## src/rtl/sacl_ram.sv

```systemverilog
// ----------------------------------------------------------------------------
// sacl_ram
// Generic single-write, single-read synchronous RAM with registered read.
// ----------------------------------------------------------------------------
module sacl_ram #(
    parameter int WIDTH = 8,
    parameter int DEPTH = 16
) (
    input  logic                                i_clk,
    input  logic                                i_we,
    input  logic [(DEPTH > 1 ? $clog2(DEPTH) : 1)-1:0] i_waddr,
    input  logic [WIDTH-1:0]                    i_wdata,
    input  logic                                i_re,
    input  logic [(DEPTH > 1 ? $clog2(DEPTH) : 1)-1:0] i_raddr,
    output logic [WIDTH-1:0]                    o_rdata
);

    logic [WIDTH-1:0] r_mem [DEPTH];
    logic [WIDTH-1:0] r_rdata;

    always_ff @(posedge i_clk) begin
        if (i_we) begin
            r_mem[i_waddr] <= i_wdata;
        end
        // read data holds until the next read
        if (i_re) begin
            r_rdata <= r_mem[i_raddr];
        end
    end

    assign o_rdata = r_rdata;

endmodule

```

## config.mk

```make
export PLATFORM = sky130hd
export DESIGN_NAME = sacl_ram
export DESIGN_NICKNAME = d
export VERILOG_FILES = /design/src/rtl/sacl_ram.sv
export SDC_FILE = /design/constraint.sdc
export NUM_CORES = 1
export LEC_CHECK = 0
export ABC_CLOCK_PERIOD_IN_PS = 1650
export BUFFER_PORTS_ARGS = -buffer_cell sky130_fd_sc_hd__buf_2
export CAP_MARGIN = 20
export CORE_ASPECT_RATIO = 1.25
export CORE_UTILIZATION = 45
export DETAILED_ROUTE_END_ITERATION = 8
export MAX_ROUTING_LAYER = met4
export SKIP_LAST_GASP = 1
export SLEW_MARGIN = 20
export SYNTH_ARGS = -nofsm -noshare
export SYNTH_HDL_FRONTEND = slang
export SYNTH_SLANG_ARGS = --single-unit
```

## constraint.sdc

```tcl
create_clock -name i_clk -period 1.65 [get_ports i_clk]
set_clock_uncertainty 0.05 [all_clocks]
set_input_delay 0.0825 -clock i_clk [delete_from_list [all_inputs] [get_ports i_clk]]
set_output_delay 0.0825 -clock i_clk [all_outputs]
set_load 0.1 [all_outputs]
```

### Yosys cells after proc, flatten, opt, wreduce, memory -nomap -nowiden

Memories as Yosys holds them, arrays and structs flattened. A register that Yosys moved wholly into a read port is not among the register bits.
Index checks and enable logic that the tools add are counted.

| storage, ports and cells | value |
|---|---|
| register bits | 0 |
| latch bits | 0 |
| bits in writable memories | 128 |
| bits in read-only memories | 0 |
| word-level logic and storage cells | 3 |
| memories | 1 |

Memory list:

| name | depth | bits a word | rd ports | clocked after Yosys merged registers in | write ports | RTL line | text |
|---|---|---|---|---|---|---|---|
| r_mem | 16 | 8 | 1 | 1 | 1 | 18 | `logic [WIDTH-1:0] r_mem [DEPTH];` |

| operators by class | value |
|---|---|
| $add $sub $neg | 0 |
| multiply operators | 0 |
| div/mod/pow operators | 0 |
| order comparisons | 0 |
| eq/ne operators | 0 |
| shifts and indexed selects | 0 |
| multiplexer cells | 2 |
| bitwise logic cells | 0 |
| reductions and logical operators | 0 |

Operator list:

| kind | number |
|---|---|
| 2-to-1 mux 1 bit | 2 |

### Logic depth before layout (Yosys ltp)

Gate-level depths: netlist (run 1).

| logic depth | value |
|---|---|
| depth after elaboration | 2 |
| gate-level depth with buffers | 5 |
| mapped depth without buffers | 3 |

### Least setup slack after synthesis (run 1)

No wires, ideal clock.

| path | value |
|---|---|
| kind | input to register |
| start | in i_waddr[2] (netlist bit) |
| end | mem r_mem[0][0] (enable) |
| library setup time | 0.383 ns |
| data arrival time | 1.192 ns |
| path slack | 0.025 ns |
| stages | 2 |
| path buffers | 0 |
| path through | or3b_2 -> nor3_1 |

RTL lines:

| what | RTL line | text |
|---|---|---|
| start, declared | 11 | `input logic [(DEPTH > 1 ? $clog2(DEPTH) : 1)-1:0] i_waddr,` |
| end, declared | 18 |  |

No word-level cell before the write port.

==> results.ini, run 1 <==
[run_status]
status = finished with violations
violations = DRC

[run]
drv_cap = 0

[synthesis]
ys_ff_latch = 136
yosys.area.top_type = edfxtp_1
synth_top_cell_area_share = 0.781
ys_seq_area_frac = 0.781
syn_area_sq_mm = 0.00523
syn_nets = 248
syn_inst = 229
netlist_top_cells_area = edfxtp_1 78%, mux4_2 7.8%, mux4_1 7.0%
synth.avg_cell_area_sq_um = 22.8
netlist-cell-type-count = 18
ys.warnings.count = 0

[power_and_ir_drop]
peakVddDrop_mv = 0.738
p_leak_nw = 2.17
power_density_mw_per_mm2 = 1330

[placement]
gp_routability_congestion = 0.749
dp_hpwl_mm = 6.68
portBuffers = 26
place_ws_ns = -0.0347
dp_cells = 405

[global_route]
grt_overflow = 0
antenna_found_initial = 0
grt_max_degree = 17
grt_pass1_wl_mm = 15.3
grt_pass1_vias = 2621
grtUsageTotal = 0.191

[setup_path]
rrSetupSlack_ns = 0.14
path_max_fanout = 1
arrival_ns = 1.62
path_delay_family = multiplexers
worstPathRequired_ns = 1.76
cp_num_buf_inv = 0
critPathLaunchType = register
end_kind = register
path_cells = mux4_1 -> a22oi_1 -> nand2_1
crit_slowest_cell = mux4_1
max_stage_delay_ns = 0.54
path_class = register to register

[timing]
hold_viol_final = 0
finalWorstSetupSlack_ns = 0.136
worstMarginPinSlew_ns = 0.494
holdWs_ns = 0.00744
slew_headroom = 0.673
rsz0062_at_grt = no
period_share = 0.918
period_needed_ns = 1.51
setup_viol = 0
slew_viol_final = 0
fmax_mhz = 660

[detailed_routing]
wl_per_cell_um = 22.9
dr.pass1.iters = 6
finalWirelength_mm = 10.1
viasPerCell = 5.60
vias = 2460
drc_errors = 3
drt_iter0_drc = 184
postRouteAntennaNets = 0

[floorplanning]
start_util = 0.467
io_pins = 27
die_w_um = 98.4
fp.dieH_um = 123
dieArea_sq_mm = 0.0121
rows = 43
core_area_sq_mm = 0.0112

[cts]
insertion_delay_ns = 0.41
cts-buffers-inserted = 17
postCtsSetupRepairBufs = 0
cts_max_level = 4
clock_path_buffers = 2
post_cts_resized = 0
cts_tree = done
clkTransAtPathRegs_ns = 0.06
cts_sinks = 136
cts_hold_buf = 2
cts-root-buf = clkbuf_16

[layout]
drive_above_1_share = 0.329
final_cell_mix = 136 x edfxtp_1, 26 x buf_2, 20 x buf_4, 18 x mux4_2, 17 x clkbuf_16
layout_commonest_cell = edfxtp_1
finalCoreUtilization = 0.567
final-instance-count-excl-fill = 439
finalNetCount = 310
area_delta_synth_final_pct = 21.4
antennaDiodeCount = 0

[min_path]
worst_hold_path_type = input port to register

## power by group
part           leakage (nW)  internal (mW)  switching (mW)
registers              1.24           3.89          0.0203
logic                 0.635          0.173           0.324
clock network         0.303           2.66            1.35
## worst reg2reg max path, cell delays in order, from the launching register on
cell and delay [ns]:
edfxtp_1 0.35, mux4_1 0.54, a22oi_1 0.23, nand2_1 0.09
## logic make-up (layout without fill, tap and decap cells)
kind of cell,Yosys count,after routing,synth area share
flops,136,136,0.781
compound gates,16,16,0.0230
simple gates,35,35,0.0314
mux,32,32,0.148
buf+inv,10,85,0.0165
## final timing paths
| check | startpoint | end | cells past startpoint |
|---|---|---|---|
| max | r_mem[5][1] | o_rdata[1] | 3 |
| min | i_wdata[2] | r_mem[4][2] | 1 |
| min reg2reg | r_mem[11][4] | o_rdata[4] | 3 |
| max reg2reg | r_mem[5][1] | o_rdata[1] | 3 |
## metal layers
metal | global-route usage | up-vias | wire [um]
met3 | 0.0438 | 16 | 436
met5 | - | - | 0
met2 | 0.304 | 77 | 5190
li1 | - | 1101 | -
met4 | 0.0970 | 0 | 266
met1 | 0.234 | 1266 | 4170
## final cells by class
type	instances	area, sq um
multi-input cells	83	1060
repair buffers	53	400
well taps	135	169
fillers	859	4850
clock inverters	14	205
flip-flops and latches	136	4080
clock buffers	18	429
## cells in the mapped netlist
master	instances
nand2_1	9
edfxtp_1	136
nand2b_1	2
mux4_1	14
a22oi_1	16
nor2_1	13
and2b_1	1
buf_6	3
buf_4	1
or3b_2	1
mux4_2	18
and2_1	1
nor2b_1	1
nand3_1	1
nand3b_1	2
nor3_1	4
buf_2	3
clkdlybuf4s25_2	3
## stage by stage
step / TNS (ns) / total power, mW / cell area [sq um]
after floorplan: 0 / 4.30 / 5230
after global placement: -0.0189 / 4.47 / 5690
after detailed placement: -0.0605 / 4.49 / 5690
after CTS: 0 / 8.48 / 6340
after global routing: 0 / 8.65 / 6340
final: 0 / 8.43 / 6340
## registers in the layout (all words and copies together), names as in the netlist
name,count
o_rdata,8
r_mem,128
(Power assumes the default switching activity.)
==> run 2, diff against run 1 <==
--- a/config.mk
+++ b/config.mk
@@ -10,6 +10,7 @@
 export CAP_MARGIN = 20
 export CORE_ASPECT_RATIO = 1.25
 export CORE_UTILIZATION = 45
+export CTS_BUF_LIST = sky130_fd_sc_hd__clkbuf_4 sky130_fd_sc_hd__clkbuf_8 sky130_fd_sc_hd__clkbuf_16
 export DETAILED_ROUTE_END_ITERATION = 8
 export MAX_ROUTING_LAYER = met4
 export SKIP_LAST_GASP = 1
==> results.ini, run 2 (synthesis gave the netlist of run 1 again) <==
[run_status]
status = finished with violations
violations = DRC

[cts]
cts_tree = done
clock_path_buffers = 2  ; unchanged
cts-root-buf = clkbuf_16
post_cts_resized = 0  ; unchanged
cts_max_level = 4  ; unchanged
cts-buffers-inserted = 17  ; unchanged
insertion_delay_ns = 0.41  ; about the same
clkTransAtPathRegs_ns = 0.06  ; about the same
cts_sinks = 136  ; unchanged

[layout]
antennaDiodeCount = 0  ; unchanged
largest_reg_flops = 128  ; unchanged
finalNetCount = 310  ; unchanged
largest_register = r_mem
final-instance-count-excl-fill = 439  ; unchanged
area_delta_synth_final_pct = 21.4  ; about the same
final_cell_mix = 136 x edfxtp_1, 26 x buf_2, 20 x buf_4, 18 x mux4_2, 17 x clkbuf_16
finalCoreUtilization = 0.567  ; about the same
drive_above_1_share = 0.332  ; +0.00329
fin_area_sq_mm = 0.00635  ; about the same
layout_commonest_cell = edfxtp_1
nFillCells = 857  ; -0.23%

[setup_path]
path_cells = mux4_1 -> a22oi_1 -> nand2_1
arrival_ns = 1.62  ; about the same
path_max_fanout = 1  ; unchanged
path_delay_family = multiplexers
cp_num_buf_inv = 0  ; unchanged
max_stage_delay_ns = 0.53  ; about the same
crit_slowest_cell = mux4_1
path_class = register to register
cp.depth = 3  ; unchanged
worstPathRequired_ns = 1.76  ; about the same
end_kind = register
critPathLaunchType = register
ff2ff_path_depth = 3  ; unchanged

[timing]
slew_headroom = 0.673  ; about the same
fin_setup_tns_ns = 0  ; unchanged
setup_viol = 0  ; unchanged
rsz0062_at_grt = no
slew_viol_final = 0  ; unchanged
period_needed_ns = 1.52  ; +0.00260 ns
fmax_mhz = 659  ; -0.17%
finalWorstSetupSlack_ns = 0.133  ; -0.00260 ns
period_share = 0.919  ; +0.00158
hold_viol_final = 0  ; unchanged
worstMarginPinSlew_ns = 0.494  ; -0.00000191 ns
holdWs_ns = 0.00263  ; -0.00480 ns

[global_route]
grt_pass1_wl_mm = 15.3  ; unchanged
grt_pass1_vias = 2621  ; unchanged
grtUsageTotal = 0.191  ; unchanged
grt_overflow = 0  ; unchanged
antenna_found_initial = 0  ; unchanged
grt_max_degree = 17  ; unchanged

[detailed_routing]
vias = 2466  ; +0.24%
finalWirelength_mm = 10.1  ; about the same
dr.pass1.iters = 6  ; unchanged
drt_iter0_drc = 184  ; unchanged
postRouteAntennaNets = 0  ; unchanged
viasPerCell = 5.62  ; +0.24%
drc_errors = 3  ; unchanged
wl_per_cell_um = 22.9  ; about the same

[power_and_ir_drop]
power.total_mw = 8.45  ; +0.24%
p_int_mw = 6.75  ; +0.25%
power_density_mw_per_mm2 = 1330  ; +0.18%
pwr-share-comb = 0.059  ; about the same
p_sw_mw = 1.70  ; +0.22%
seq_power_share = 0.463  ; about the same
clkPwrFrac = 0.478  ; about the same
p_leak_nw = 2.18  ; +0.16%
peakVddDrop_mv = 0.735  ; -0.34%
switching_share = 0.202  ; about the same

[placement]
placed_area_sq_mm = 0.00569  ; unchanged
portBuffers = 26  ; unchanged
gp_routability_congestion = 0.749  ; unchanged
dp_cells = 405  ; unchanged
place_ws_ns = -0.0347  ; unchanged
dp_hpwl_mm = 6.68  ; unchanged

[floorplanning]
core_area_sq_mm = 0.0112  ; unchanged
fp.dieH_um = 123  ; unchanged
rows = 43  ; unchanged
start_util = 0.467  ; unchanged
dieArea_sq_mm = 0.0121  ; unchanged
die_w_um = 98.4  ; unchanged
io_pins = 27  ; unchanged

[min_path]
min_path_cells = 1  ; unchanged
worst_hold_path_type = input port to register

[run]
drv_cap = 0  ; unchanged

-- run 2: cell counts in the layout (fill, tap and decap cells not counted) --
Identical to the previous run, type by type.
-- run 2: worst paths after layout --
| kind | from | endpoint | slack (ns) |
|---|---|---|---|
| worst max register to register | r_mem[4][1] | o_rdata[1] | 0.13 |
| worst min register to register | r_mem[11][4] | o_rdata[4] | 0.71 |
| worst max-delay path | r_mem[4][1] | o_rdata[1] | 0.13 |
| worst min-delay path | i_wdata[2] | r_mem[4][2] | 0.003 |
-- run 2: power groups by stage --
stage               Combinational [mW]  Sequential, mW  Clock [mW]
floorplan                        0.196            4.10           0
global placement                 0.490            3.98           0
detailed placement               0.499            3.99           0
CTS                              0.506            3.92        4.08
global route                     0.529            3.92        4.22
finish                           0.498            3.91        4.04
-- run 2: layout make-up --
class | instances | area [sq um] | share of cell area
clock buffer | 18 | 433 | 0.0682
clock inverter | 14 | 205 | 0.0323
multi-input combinational | 83 | 1060 | 0.167
sequential | 136 | 4080 | 0.643
tap | 135 | 169 | 0.0266
timing repair buffer | 53 | 400 | 0.0631
-- run 2: timing repair --
| item | in CTS | in global routing |
|---|---|---|
| buffers inserted | 0 | 0 |
| hold buffers | 2 | 0 |
| endpoints found under the hold margin | 14 | 0 |
-- run 2: routing by layer --
metal / track usage / routed length [um] / vias to the layer above
met4: 0.0970 / 246 / 0
met3: 0.0438 / 367 / 15
met2: 0.304 / 5210 / 60
met5: - / 0 / -
met1: 0.234 / 4250 / 1290
li1: - / - / 1101
