--- config.mk ---
export PLATFORM = sky130hd
export DESIGN_NAME = sacl_ways
export DESIGN_NICKNAME = d
export VERILOG_FILES = /design/src/rtl/sacl_pkg.sv /design/src/rtl/sacl_ways.sv
export SDC_FILE = /design/constraint.sdc
export NUM_CORES = 1
export LEC_CHECK = 0
export BUFFER_PORTS_ARGS = -buffer_cell sky130_fd_sc_hd__buf_2
export CAP_MARGIN = 20
export CORE_AREA = 3 3 200 202
export DETAILED_ROUTE_END_ITERATION = 6
export DIE_AREA = 0 0 203 205
export PLACE_DENSITY = 0.44
export SYNTH_ARGS = -nofsm -noshare
export SYNTH_HDL_FRONTEND = slang
export SYNTH_SLANG_ARGS = --single-unit
--- constraint.sdc ---
create_clock -name vclk -period 21.5
set_input_delay 2.15 -clock vclk [all_inputs]
set_output_delay 2.15 -clock vclk [all_outputs]
set_load 0.01 [all_outputs]
--- src/rtl/sacl_pkg.sv ---
// ----------------------------------------------------------------------------
// sacl_pkg
// Shared types and constants of the set-associative cache tag store.
// ----------------------------------------------------------------------------
package sacl_pkg;

    // configuration port
    localparam int CFG_IDX_W  = 2;
    localparam int CFG_DATA_W = 5;

    localparam logic [CFG_IDX_W-1:0] CFG_OFFSET_BITS = 2'd0;
    localparam logic [CFG_IDX_W-1:0] CFG_SET_BITS    = 2'd1;
    localparam logic [CFG_IDX_W-1:0] CFG_WAYS_IN_USE = 2'd2;
    localparam logic [CFG_IDX_W-1:0] CFG_POLICY      = 2'd3;

    localparam logic [4:0] RST_OFFSET_BITS = 5'd2;
    localparam logic [3:0] RST_SET_BITS    = 4'd0;
    localparam logic [3:0] RST_WAYS_IN_USE = 4'd1;

    localparam logic POLICY_LRU  = 1'b0;
    localparam logic POLICY_FIFO = 1'b1;

    localparam logic CMD_READ  = 1'b0;
    localparam logic CMD_WRITE = 1'b1;

    // masked set value before reduction: up to 15 set bits
    localparam int SETV_W = 15;
    // compare width for the way count (register value and way limit)
    localparam int WAYS_CMP_W = 5;

    localparam int CNT_W = 32;

    typedef enum logic [1:0] {
        ST_IDLE,
        ST_REDUCE,
        ST_LOOK
    } t_state;

endpackage

--- src/rtl/sacl_ways.sv ---
// ----------------------------------------------------------------------------
// sacl_ways
// Lookup and replacement logic for one set: tag match, fill or victim
// choice, and the age-rank update written back to the metadata row.
// ----------------------------------------------------------------------------
module sacl_ways
    import sacl_pkg::*;
#(
    parameter int MAX_WAYS  = 8,
    parameter int ADDR_BITS = 48
) (
    input  logic [MAX_WAYS*ADDR_BITS-1:0]   i_tag_row,
    input  logic [MAX_WAYS*((MAX_WAYS > 1 ? $clog2(MAX_WAYS) : 1)+1)-1:0] i_meta_row,
    input  logic [ADDR_BITS-1:0]            i_tag,
    input  logic [3:0]                      i_ways,
    input  logic                            i_policy,
    output logic                            o_hit,
    output logic [MAX_WAYS-1:0]             o_fill_oh,
    output logic [MAX_WAYS*((MAX_WAYS > 1 ? $clog2(MAX_WAYS) : 1)+1)-1:0] o_meta_row
);

    localparam int ORD_W = (MAX_WAYS > 1) ? $clog2(MAX_WAYS) : 1;
    localparam int WAY_W = ORD_W;
    localparam int OFS_V = MAX_WAYS * ORD_W;
    localparam logic [ORD_W:0] RANK_SAT = (ORD_W+1)'(MAX_WAYS - 1);
    localparam logic [ORD_W:0] RANK_NEW = (ORD_W+1)'(MAX_WAYS);

    logic [ORD_W-1:0]      ord     [MAX_WAYS];
    logic [ORD_W-1:0]      new_ord [MAX_WAYS];
    logic [ADDR_BITS-1:0]  tagv    [MAX_WAYS];
    logic [MAX_WAYS-1:0]   vld;
    logic [MAX_WAYS-1:0]   in_use;
    logic [WAYS_CMP_W-1:0] ways_eff;

    logic             hit_found;
    logic [WAY_W-1:0] hit_way;
    logic             inv_found;
    logic [WAY_W-1:0] inv_way;
    logic [WAY_W-1:0] vic_way;
    logic [ORD_W-1:0] vic_ord;
    logic [WAY_W-1:0] tgt_way;
    logic             tgt_was_vld;
    logic             do_touch;
    logic [ORD_W:0]   old_rank;

    always_comb begin
        if (i_ways == '0) begin
            ways_eff = WAYS_CMP_W'(1);
        end else if (WAYS_CMP_W'(i_ways) > WAYS_CMP_W'(MAX_WAYS)) begin
            ways_eff = WAYS_CMP_W'(MAX_WAYS);
        end else begin
            ways_eff = WAYS_CMP_W'(i_ways);
        end

        for (int w = 0; w < MAX_WAYS; w++) begin
            vld[w]    = i_meta_row[OFS_V + w];
            ord[w]    = i_meta_row[w*ORD_W +: ORD_W];
            tagv[w]   = i_tag_row[w*ADDR_BITS +: ADDR_BITS];
            in_use[w] = (WAYS_CMP_W'(w) < ways_eff);
        end

        // first matching way, first free way
        hit_found = 1'b0;
        hit_way   = '0;
        inv_found = 1'b0;
        inv_way   = '0;
        for (int w = 0; w < MAX_WAYS; w++) begin
            if (!hit_found && in_use[w] && vld[w] && tagv[w] == i_tag) begin
                hit_found = 1'b1;
                hit_way   = WAY_W'(w);
            end
            if (!inv_found && in_use[w] && !vld[w]) begin
                inv_found = 1'b1;
                inv_way   = WAY_W'(w);
            end
        end

        // oldest way, ties to the lowest index
        vic_way = '0;
        vic_ord = ord[0];
        for (int w = 1; w < MAX_WAYS; w++) begin
            if (in_use[w] && ord[w] > vic_ord) begin
                vic_way = WAY_W'(w);
                vic_ord = ord[w];
            end
        end

        if (hit_found) begin
            tgt_way     = hit_way;
            tgt_was_vld = 1'b1;
            do_touch    = (i_policy == POLICY_LRU);
        end else if (inv_found) begin
            tgt_way     = inv_way;
            tgt_was_vld = 1'b0;
            do_touch    = 1'b1;
        end else begin
            tgt_way     = vic_way;
            tgt_was_vld = 1'b1;
            do_touch    = 1'b1;
        end

        // a fresh fill ranks older than every way
        old_rank = tgt_was_vld ? {1'b0, ord[tgt_way]} : RANK_NEW;

        for (int w = 0; w < MAX_WAYS; w++) begin
            new_ord[w]   = ord[w];
            o_fill_oh[w] = !hit_found && (WAY_W'(w) == tgt_way);
            if (do_touch) begin
                if (WAY_W'(w) == tgt_way) begin
                    new_ord[w] = '0;
                end else if (in_use[w] && vld[w] && {1'b0, ord[w]} < old_rank
                             && {1'b0, ord[w]} < RANK_SAT) begin
                    new_ord[w] = ord[w] + 1'b1;
                end
            end
        end

        for (int w = 0; w < MAX_WAYS; w++) begin
            o_meta_row[w*ORD_W +: ORD_W] = new_ord[w];
            o_meta_row[OFS_V + w]        = vld[w] | o_fill_oh[w];
        end

        o_hit = hit_found;
    end

endmodule

After elaboration in Yosys (flattened, before gate mapping)
Index checks and enable logic that the tools add are counted.

word-level totals
  flip-flop bits (word level) = 0
  bits of input ports = 469
  output and inout bits = 41

operators by class
  $add $sub $neg = 8
  order comparisons = 33
  equal/unequal tests = 15
  mux-type cells = 78
  bitwise logic cells = 10
  reduce and logical (&&, ||, !) cells = 101

operator list
  kind                                                        number
  equality test 48 bit                                        8
  2-to-1 mux 3 bit                                            52
  logical AND 1 bit                                           76
  less-than comparator 3 x 4 -> 1 bit                         8
  adder 3 x 1 -> 3 bit (second input constant)                8
  less-than comparator 3 bit (second input constant)          8
  zero test 1 bit                                             23
  2-to-1 mux 1 bit                                            22
  > comparator 3 bit                                          7
  less-than comparator 3 x 5 -> 1 bit (first input constant)  4
  equality test 3 bit (first input constant)                  4
  less-than comparator 1 x 5 -> 1 bit (first input constant)  2
  less-than comparator 2 x 5 -> 1 bit (first input constant)  2
  binary-select mux 3 bit (select 3 bit)                      1
  2-to-1 mux 4 bit                                            2
  bitwise OR 1 bit                                            8
  equality test 2 x 3 -> 1 bit (first input constant)         2
  2-to-1 mux 5 bit                                            1
  greater-or-equal comparator 4 bit (second input constant)   1
  > comparator 4 bit (second input constant)                  1
  zero test 4 bit                                             1
  NOT 3 -> 4 bit                                              1
  equality test 1 x 3 -> 1 bit (first input constant)         1
  zero test 3 bit                                             1
  NOT 1 bit                                                   1

Longest topological paths before layout
Gate-level depths: netlist of run 1.

  word-level depth = 54
  mapped depth = 64
  mapped depth without buffers = 63

Worst setup path after synthesis of run 1
Ideal clock, no wire load.

  path type = input -> output
  start point = input port i_meta_row[2] in the netlist's numbering
  end point = output port o_meta_row[22] in the netlist's numbering
  arrival = 14.312 ns
  path slack = 5.038 ns
  stages on the path = 61
  buffers on the path = 1
  cells stage by stage = inv_1 -> ha_1 -> a21oi_1 -> o21a_1 -> nor2_2 -> o21ai_0 -> ha_1 -> o21bai_1 -> nand2_1 -> a21oi_1 -> a311oi_1 -> o21ai_0 -> nor2_1 -> a21oi_1 -> ha_1 -> nor2_1 -> nor2_1 -> or4_1 -> [... 25 more ...] -> nand2_1 -> a21oi_1 -> or4_1 -> o21ai_0 -> nand3_1 -> o21ai_4 -> buf_2 -> mux2i_1 -> mux2i_1 -> mux2_2 -> o21ai_0 -> ha_1 -> a21oi_1 -> nor2_1 -> nor4b_1 -> a221oi_1 -> or3b_1 -> o22ai_1

between the ends
  longest elaborated chain between the ends = 34
  elaborated cells on any way between the ends = 41

RTL lines
  what                                                 RTL line          text
  from (decl)                                          sacl_ways.sv:13   input logic [MAX_WAYS*((MAX_WAYS > 1 ? $clog2(MAX_WAYS) : 1)+1)-1:0] i_meta_row,
  > comparator 3 bit                                   sacl_ways.sv:82   if (in_use[w] && ord[w] > vic_ord) begin
  logical AND 1 bit                                    sacl_ways.sv:82
  2-to-1 mux 3 bit                                     sacl_ways.sv:82
  > comparator 3 bit                                   sacl_ways.sv:82
  logical AND 1 bit                                    sacl_ways.sv:82
  2-to-1 mux 3 bit                                     sacl_ways.sv:82
  > comparator 3 bit                                   sacl_ways.sv:82
  logical AND 1 bit                                    sacl_ways.sv:82
  [... 17 more ...]                                    -
  2-to-1 mux 3 bit (not written as such) (2 in a row)  sacl_ways.sv:103  old_rank = tgt_was_vld ? {1'b0, ord[tgt_way]} : RANK_NEW;
  2-to-1 mux 4 bit                                     sacl_ways.sv:103
  less-than comparator 3 x 4 -> 1 bit                  sacl_ways.sv:111  end else if (in_use[w] && vld[w] && {1'b0, ord[w]} < old_rank
  logical AND 1 bit                                    sacl_ways.sv:111
  logical AND 1 bit                                    sacl_ways.sv:112  && {1'b0, ord[w]} < RANK_SAT) begin
  2-to-1 mux 3 bit                                     sacl_ways.sv:111
  2-to-1 mux 3 bit *                                   sacl_ways.sv:109  if (WAY_W'(w) == tgt_way) begin
  2-to-1 mux 3 bit *                                   sacl_ways.sv:108  if (do_touch) begin
  to (decl)                                            sacl_ways.sv:19   output logic [MAX_WAYS*((MAX_WAYS > 1 ? $clog2(MAX_WAYS) : 1)+1)-1:0] o_meta_row

Mark *: on every way between the ends. The rest lies on a longest branch, timed or not. The select of a mux whose other input is x is not followed.

Final worst setup path of run 1
Ends and elaborated chain as after synthesis.

==> impl_metrics.csv, run 1 <==
group,metric,value,unit
drt,top_layer_used,"met5",
synth,syn_area,8158,µm²
hold_path,holdPathStages,3,
critical_path,crit_arrival,16460,ps
critical_path,crit_fanout,18,
global_route,antenna_found_initial,22,
timing,min_period,18610,ps
clocking,hold_buffers,0,
global_route,gr-total-overflow,0,
synth,synth_cells,1130,
critical_path,critical_path_class,"in2out",
final_layout,register_area,0,µm²
clocking,cts_setup_buffers,0,
drt,antenna_left,0,
clocking,cts_resized,0,
synth,synth_cell_types,78,
timing,maxSlewHeadroom,0.3089,
final_layout,clkbuf_count,0,
final_layout,nNetsFinal,2085,
drt,vias,11120,
drt,firstDrtPassIters,5,
global_route,grt_pass1_vias,11130,
pwr,peakVddDrop,0.01512,mV
floorplanning,core,38470,µm²
synth,yosysWarnings,0,
floorplanning,die_h,205,µm
timing,hold_viol,0,
pwr,powerDensity,28.21,nW/µm²
critical_path,critPathLaunchType,"input pin",
final_layout,fin_cells,2105,
synth,synth_top_area_cell,"xnor2_1",
critical_path,crit_path_end_kind,"primary output",
global_route,grt_max_degree,27,
drt,drc,0,
place,dpl_cell_area,11060,µm²
final_layout,final_util,0.2883,
timing,worst_pin_slew,1033,ps
pwr,leakage,4.701,nW
drt,wl,59860,µm
critical_path,cpMostUsedCell,"a21oi_1",
final_layout,drive_gt1_frac,0.3507,
timing,fin_hold_ws,4637,ps
timing,setup_violations,0,
timing,setup_tns,0,ps
drt,drt-met1-wl,23340,µm
hold_path,hold_class,"in2out",
timing,post-route-period-util,0.8656,
drt,wl_met3,5195,µm
pwr,power.total,312.9,µW
drt,met2WireLength,28560,µm
place,gp_congestion,0.9373,
synth,synth_top_cell_area_share,0.2394,
timing,fmax,53.74,MHz
critical_path,cp_slowest_cell,"a311oi_1",
hold_path,min_to,"o_meta_row[25]",
floorplanning,start_util,0.2121,
synth,synthesis.nets,1636,
place,port_buffers,510,
timing,finalMaxSlewViolations,0,
floorplanning,dieArea,41620,µm²
hold_path,min-delay-start,"i_meta_row[25]",
floorplanning,num_rows,72,
drt,avgViaCountPerCell,5.280,
final_layout,final_area,11090,µm²
place,dpl_worst_slack,2902,ps
synth,avgSynthCellArea,7.219,µm²
floorplanning,die_w,203,µm
global_route,grt_pass1_wl,80960,µm
timing,setup_ws,2890,ps
run,cap_violations,0,
drt,first_iter_violations,795,
drt,drt-wirelength-per-cell,28.44,µm
synth,yosysSeqAreaShare,0,
synth,synthTopCellsByArea,"xnor2_1 24%, xor2_1 17%, nor4_1 6.1%",
critical_path,critPathMaxStageDelay,780,ps
global_route,grt.total_usage,0.2723,
outcome,status,"complete, no violations",
timing,rsz0062_at_grt,"false",
place,dpl.hpwl,51340,µm
place,dp_cells,2093,
critical_path,required,19350,ps
floorplanning,io_pins,510,
final_layout,n_sequential_cell,0,
final_layout,area_growth_syn_to_layout,35.97,%
[layer usage]
metal / vias to the layer above / global-route usage
li1: 5025 / -
met1: 5299 / 0.3315
met2: 624 / 0.4792
met3: 145 / 0.05117
met4: 22 / 0.09527
met5: - / 0
[synthesized netlist by cell type (all sizes together), types with 4 or more instances]
| master | n |
|---|---|
| a211o | 7 |
| a21oi | 43 |
| a221oi | 9 |
| a311oi | 10 |
| a31oi | 8 |
| and4 | 4 |
| buf | 54 |
| clkbuf | 13 |
| ha | 37 |
| inv | 47 |
| mux2 | 6 |
| mux2i | 20 |
| nand2 | 38 |
| nand2b | 13 |
| nand3 | 25 |
| nand3b | 4 |
| nand4 | 74 |
| nand4b | 6 |
| nor2 | 58 |
| nor2b | 14 |
| nor3 | 21 |
| nor4 | 79 |
| nor4b | 10 |
| o2111ai | 4 |
| o211ai | 14 |
| o21a | 4 |
| o21ai | 38 |
| o22ai | 6 |
| o2bb2ai | 7 |
| or2 | 12 |
| or3 | 10 |
| or3b | 6 |
| or4 | 10 |
| xnor2 | 223 |
| xor2 | 154 |
[power breakdown]
| part | switching, mW | internal [mW] | leakage, nW |
|---|---|---|---|
| clock network | 0 | 0.0000000624 | 0.0000634 |
| registers | 0 | 0 | 0 |
| logic | 0.185 | 0.128 | 4.70 |
[cell usage in the layout, fill, tap and decap left out, types with 6 or more instances in the layout]
cell type    n
nor4b_1     10
nand4b_1     6
inv_1       47
o2bb2ai_1    7
a311oi_1     9
diode_2     10
mux2i_1     18
or3_1       10
a31oi_1      6
o22ai_1      6
ha_1        37
nand3_1     25
nand4_1     74
a211o_1      7
o21ai_1      9
nand2_1     38
a21oi_1     43
or2_2       10
nor3_1      20
nor2b_1     14
xor2_1     154
xnor2_1    223
o211ai_1    14
nor4_1      78
nand2b_1    13
nor2_1      57
buf_2      510
o21ai_0     28
or4_1       10
[logic make-up (layout without fill, tap and decap cells)]
family | after synthesis | after routing | synth area share
adders and majority gates | 38 | 38 | 0.05798
muxes | 26 | 26 | 0.03635
other | 0 | 10 | 0
AOI/OAI and AO/OA | 178 | 178 | 0.1572
and+or+nand+nor | 396 | 396 | 0.2819
xor gates and xnor gates | 377 | 377 | 0.4048
buffers and inverters | 115 | 562 | 0.06181
[cell type report]
cell class         count  area, µm²
multi-input cells   1015       7661
diodes                10      25.02
inverters             48      180.2
well taps            518      648.1
fillers             4416      27380
repair buffers       514       2577
[worst max-delay path: cells and delay by family]
kind | cells | cell delay, ps
adders and majority gates | 8 | 2430
AOI/OAI and AO/OA | 28 | 6180
buffers and inverters | 4 | 790
muxes | 4 | 1020
and+or+nand+nor | 20 | 3860
[how the worst max path moves through the flow]
stage	from	depth (start not counted)	to
global placement	i_meta_row[2]	64	o_meta_row[5]
global route	i_meta_row[2]	65	o_meta_row[22]
detailed placement	i_meta_row[2]	63	o_meta_row[5]
finish	i_meta_row[2]	64	o_meta_row[22]
CTS	i_meta_row[2]	63	o_meta_row[5]
floorplan	i_meta_row[2]	61	o_meta_row[22]
(Power assumes the default switching activity.)
==> inputs of run 2 (changes only) <==
- GPL_TIMING_DRIVEN: not set -> 0
==> impl_metrics.csv, run 2 (synthesis results as in run 1) <==
group,metric,value,unit
pwr,sw_frac_of_total,0.5931,
drt,wl,60500,µm
clocking,hold_buffers,0,
floorplanning,die_w,203,µm
critical_path,cp_slowest_cell,"or4_1",
pwr,p_clk_frac,0,
pwr,leakage,4.730,nW
critical_path,required,19350,ps
timing,setup_violations,0,
final_layout,n_sequential_cell,0,
place,port_buffers,460,
timing,setup_tns,0,ps
critical_path,crit_path_end_kind,"primary output",
hold_path,holdPathStages,3,
floorplanning,dieArea,41620,µm²
global_route,grt.total_usage,0.2744,
final_layout,fin_cells,2125,
drt,first_iter_violations,799,
global_route,antenna_found_initial,20,
timing,finalMaxSlewViolations,0,
pwr,p_comb_frac,1.000,
final_layout,drive_gt1_frac,0.3488,
pwr,switchingPower,187.2,µW
pwr,peakVddDrop,0.01511,mV
final_layout,area_growth_syn_to_layout,36.93,%
critical_path,critical_path_class,"in2out",
timing,worst_pin_slew,1110,ps
pwr,powerDensity,28.25,nW/µm²
drt,firstDrtPassIters,5,
floorplanning,num_rows,72,
place,dp_cells,2111,
final_layout,final_cell_mix,"513 x buf_2, 223 x xnor2_1, 154 x xor2_1",
floorplanning,core,38470,µm²
critical_path,critPathLaunchType,"input pin",
global_route,grt_max_degree,11,
clocking,cts_resized,0,
drt,vias,11140,
critical_path,critPathMaxStageDelay,490,ps
timing,min_period,18830,ps
drt,drc,0,
pwr,p_seq_frac,0,
final_layout,fillCellCount,4330,
drt,antenna_left,0,
final_layout,register_area,0,µm²
final_layout,nNetsFinal,2102,
timing,hold_viol,0,
global_route,grt_pass1_wl,81480,µm
drt,drt-wirelength-per-cell,28.47,µm
run,cap_violations,0,
hold_path,hold_class,"in2out",
critical_path,crit_fanout,10,
floorplanning,die_h,205,µm
pwr,p_int,128.4,µW
critical_path,crit_arrival,16680,ps
place,gp_congestion,0.9403,
timing,post-route-period-util,0.8760,
global_route,grt_pass1_vias,11210,
global_route,gr-total-overflow,0,
final_layout,multiInputGateArea,7660,µm²
timing,rsz0062_at_grt,"false",
place,dpl.hpwl,51840,µm
critical_path,cpMostUsedCell,"a21oi_1",
drt,avgViaCountPerCell,5.242,
clocking,cts_setup_buffers,0,
timing,maxSlewHeadroom,0.2530,
final_layout,final_common_cell,"buf_2",
timing,fmax,53.10,MHz
floorplanning,io_pins,510,
outcome,status,"complete, no violations",
final_layout,clkbuf_count,0,
floorplanning,start_util,0.2121,
==> run 2: cell type report <==
cell class	count	share of cell area
well taps	518	0.05802
plain buffers	67	0.02901
inverters	48	0.01613
repair buffers	464	0.2082
diodes	13	0.002912
multi-input cells	1015	0.6857
==> run 2: worst max-delay path, delay by kind of cell <==
kind | cells | cell delay (ps)
AO/OA/AOI/OAI | 29 | 5690
AND/OR/NAND/NOR | 20 | 3950
adder cells (fa/ha/maj) | 8 | 2380
buffers and inverters | 6 | 1450
multiplexers | 4 | 1050
==> run 2: power by group through the flow <==
| stage | Clock [mW] | Sequential [mW] | Combinational [mW] |
|---|---|---|---|
| after floorplan | 0 | 0 | 0.182 |
| after global placement | 0 | 0 | 0.308 |
| after detailed placement | 0 | 0 | 0.311 |
| after CTS | 0 | 0 | 0.312 |
| after global routing | 0.0000000560 | 0 | 0.340 |
| final | 0.0000000812 | 0 | 0.316 |
==> run 2: worst paths after layout <==
kind                             end  slack (ps)           start
worst max-delay path   o_meta_row[5]        2670   i_meta_row[2]
worst min-delay path  o_meta_row[27]        4640  i_meta_row[27]
==> run 2: metal layers <==
metal  track usage  part of all wire  vias up
li1              -                 -     5071
met1        0.3383              0.40     5362
met2        0.4786              0.47      591
met3       0.05196             0.083      101
met4       0.09379             0.042       14
met5             0            0.0011        -
==> run 2: metrics by stage <==
stage               setup slack [ps]  power [mW]  instance area (µm²)  hold slack, ps  utilization
floorplan                       5038      0.1820                 8158            4393            -
global placement                2282      0.3083                11110            4658       0.2888
detailed placement              2381      0.3109                11130            4656       0.2894
CTS                             2316      0.3124                11130            4657       0.2894
global route                    1303      0.3399                11160            4663       0.2901
finish                          2667      0.3156                11170            4640       0.2904
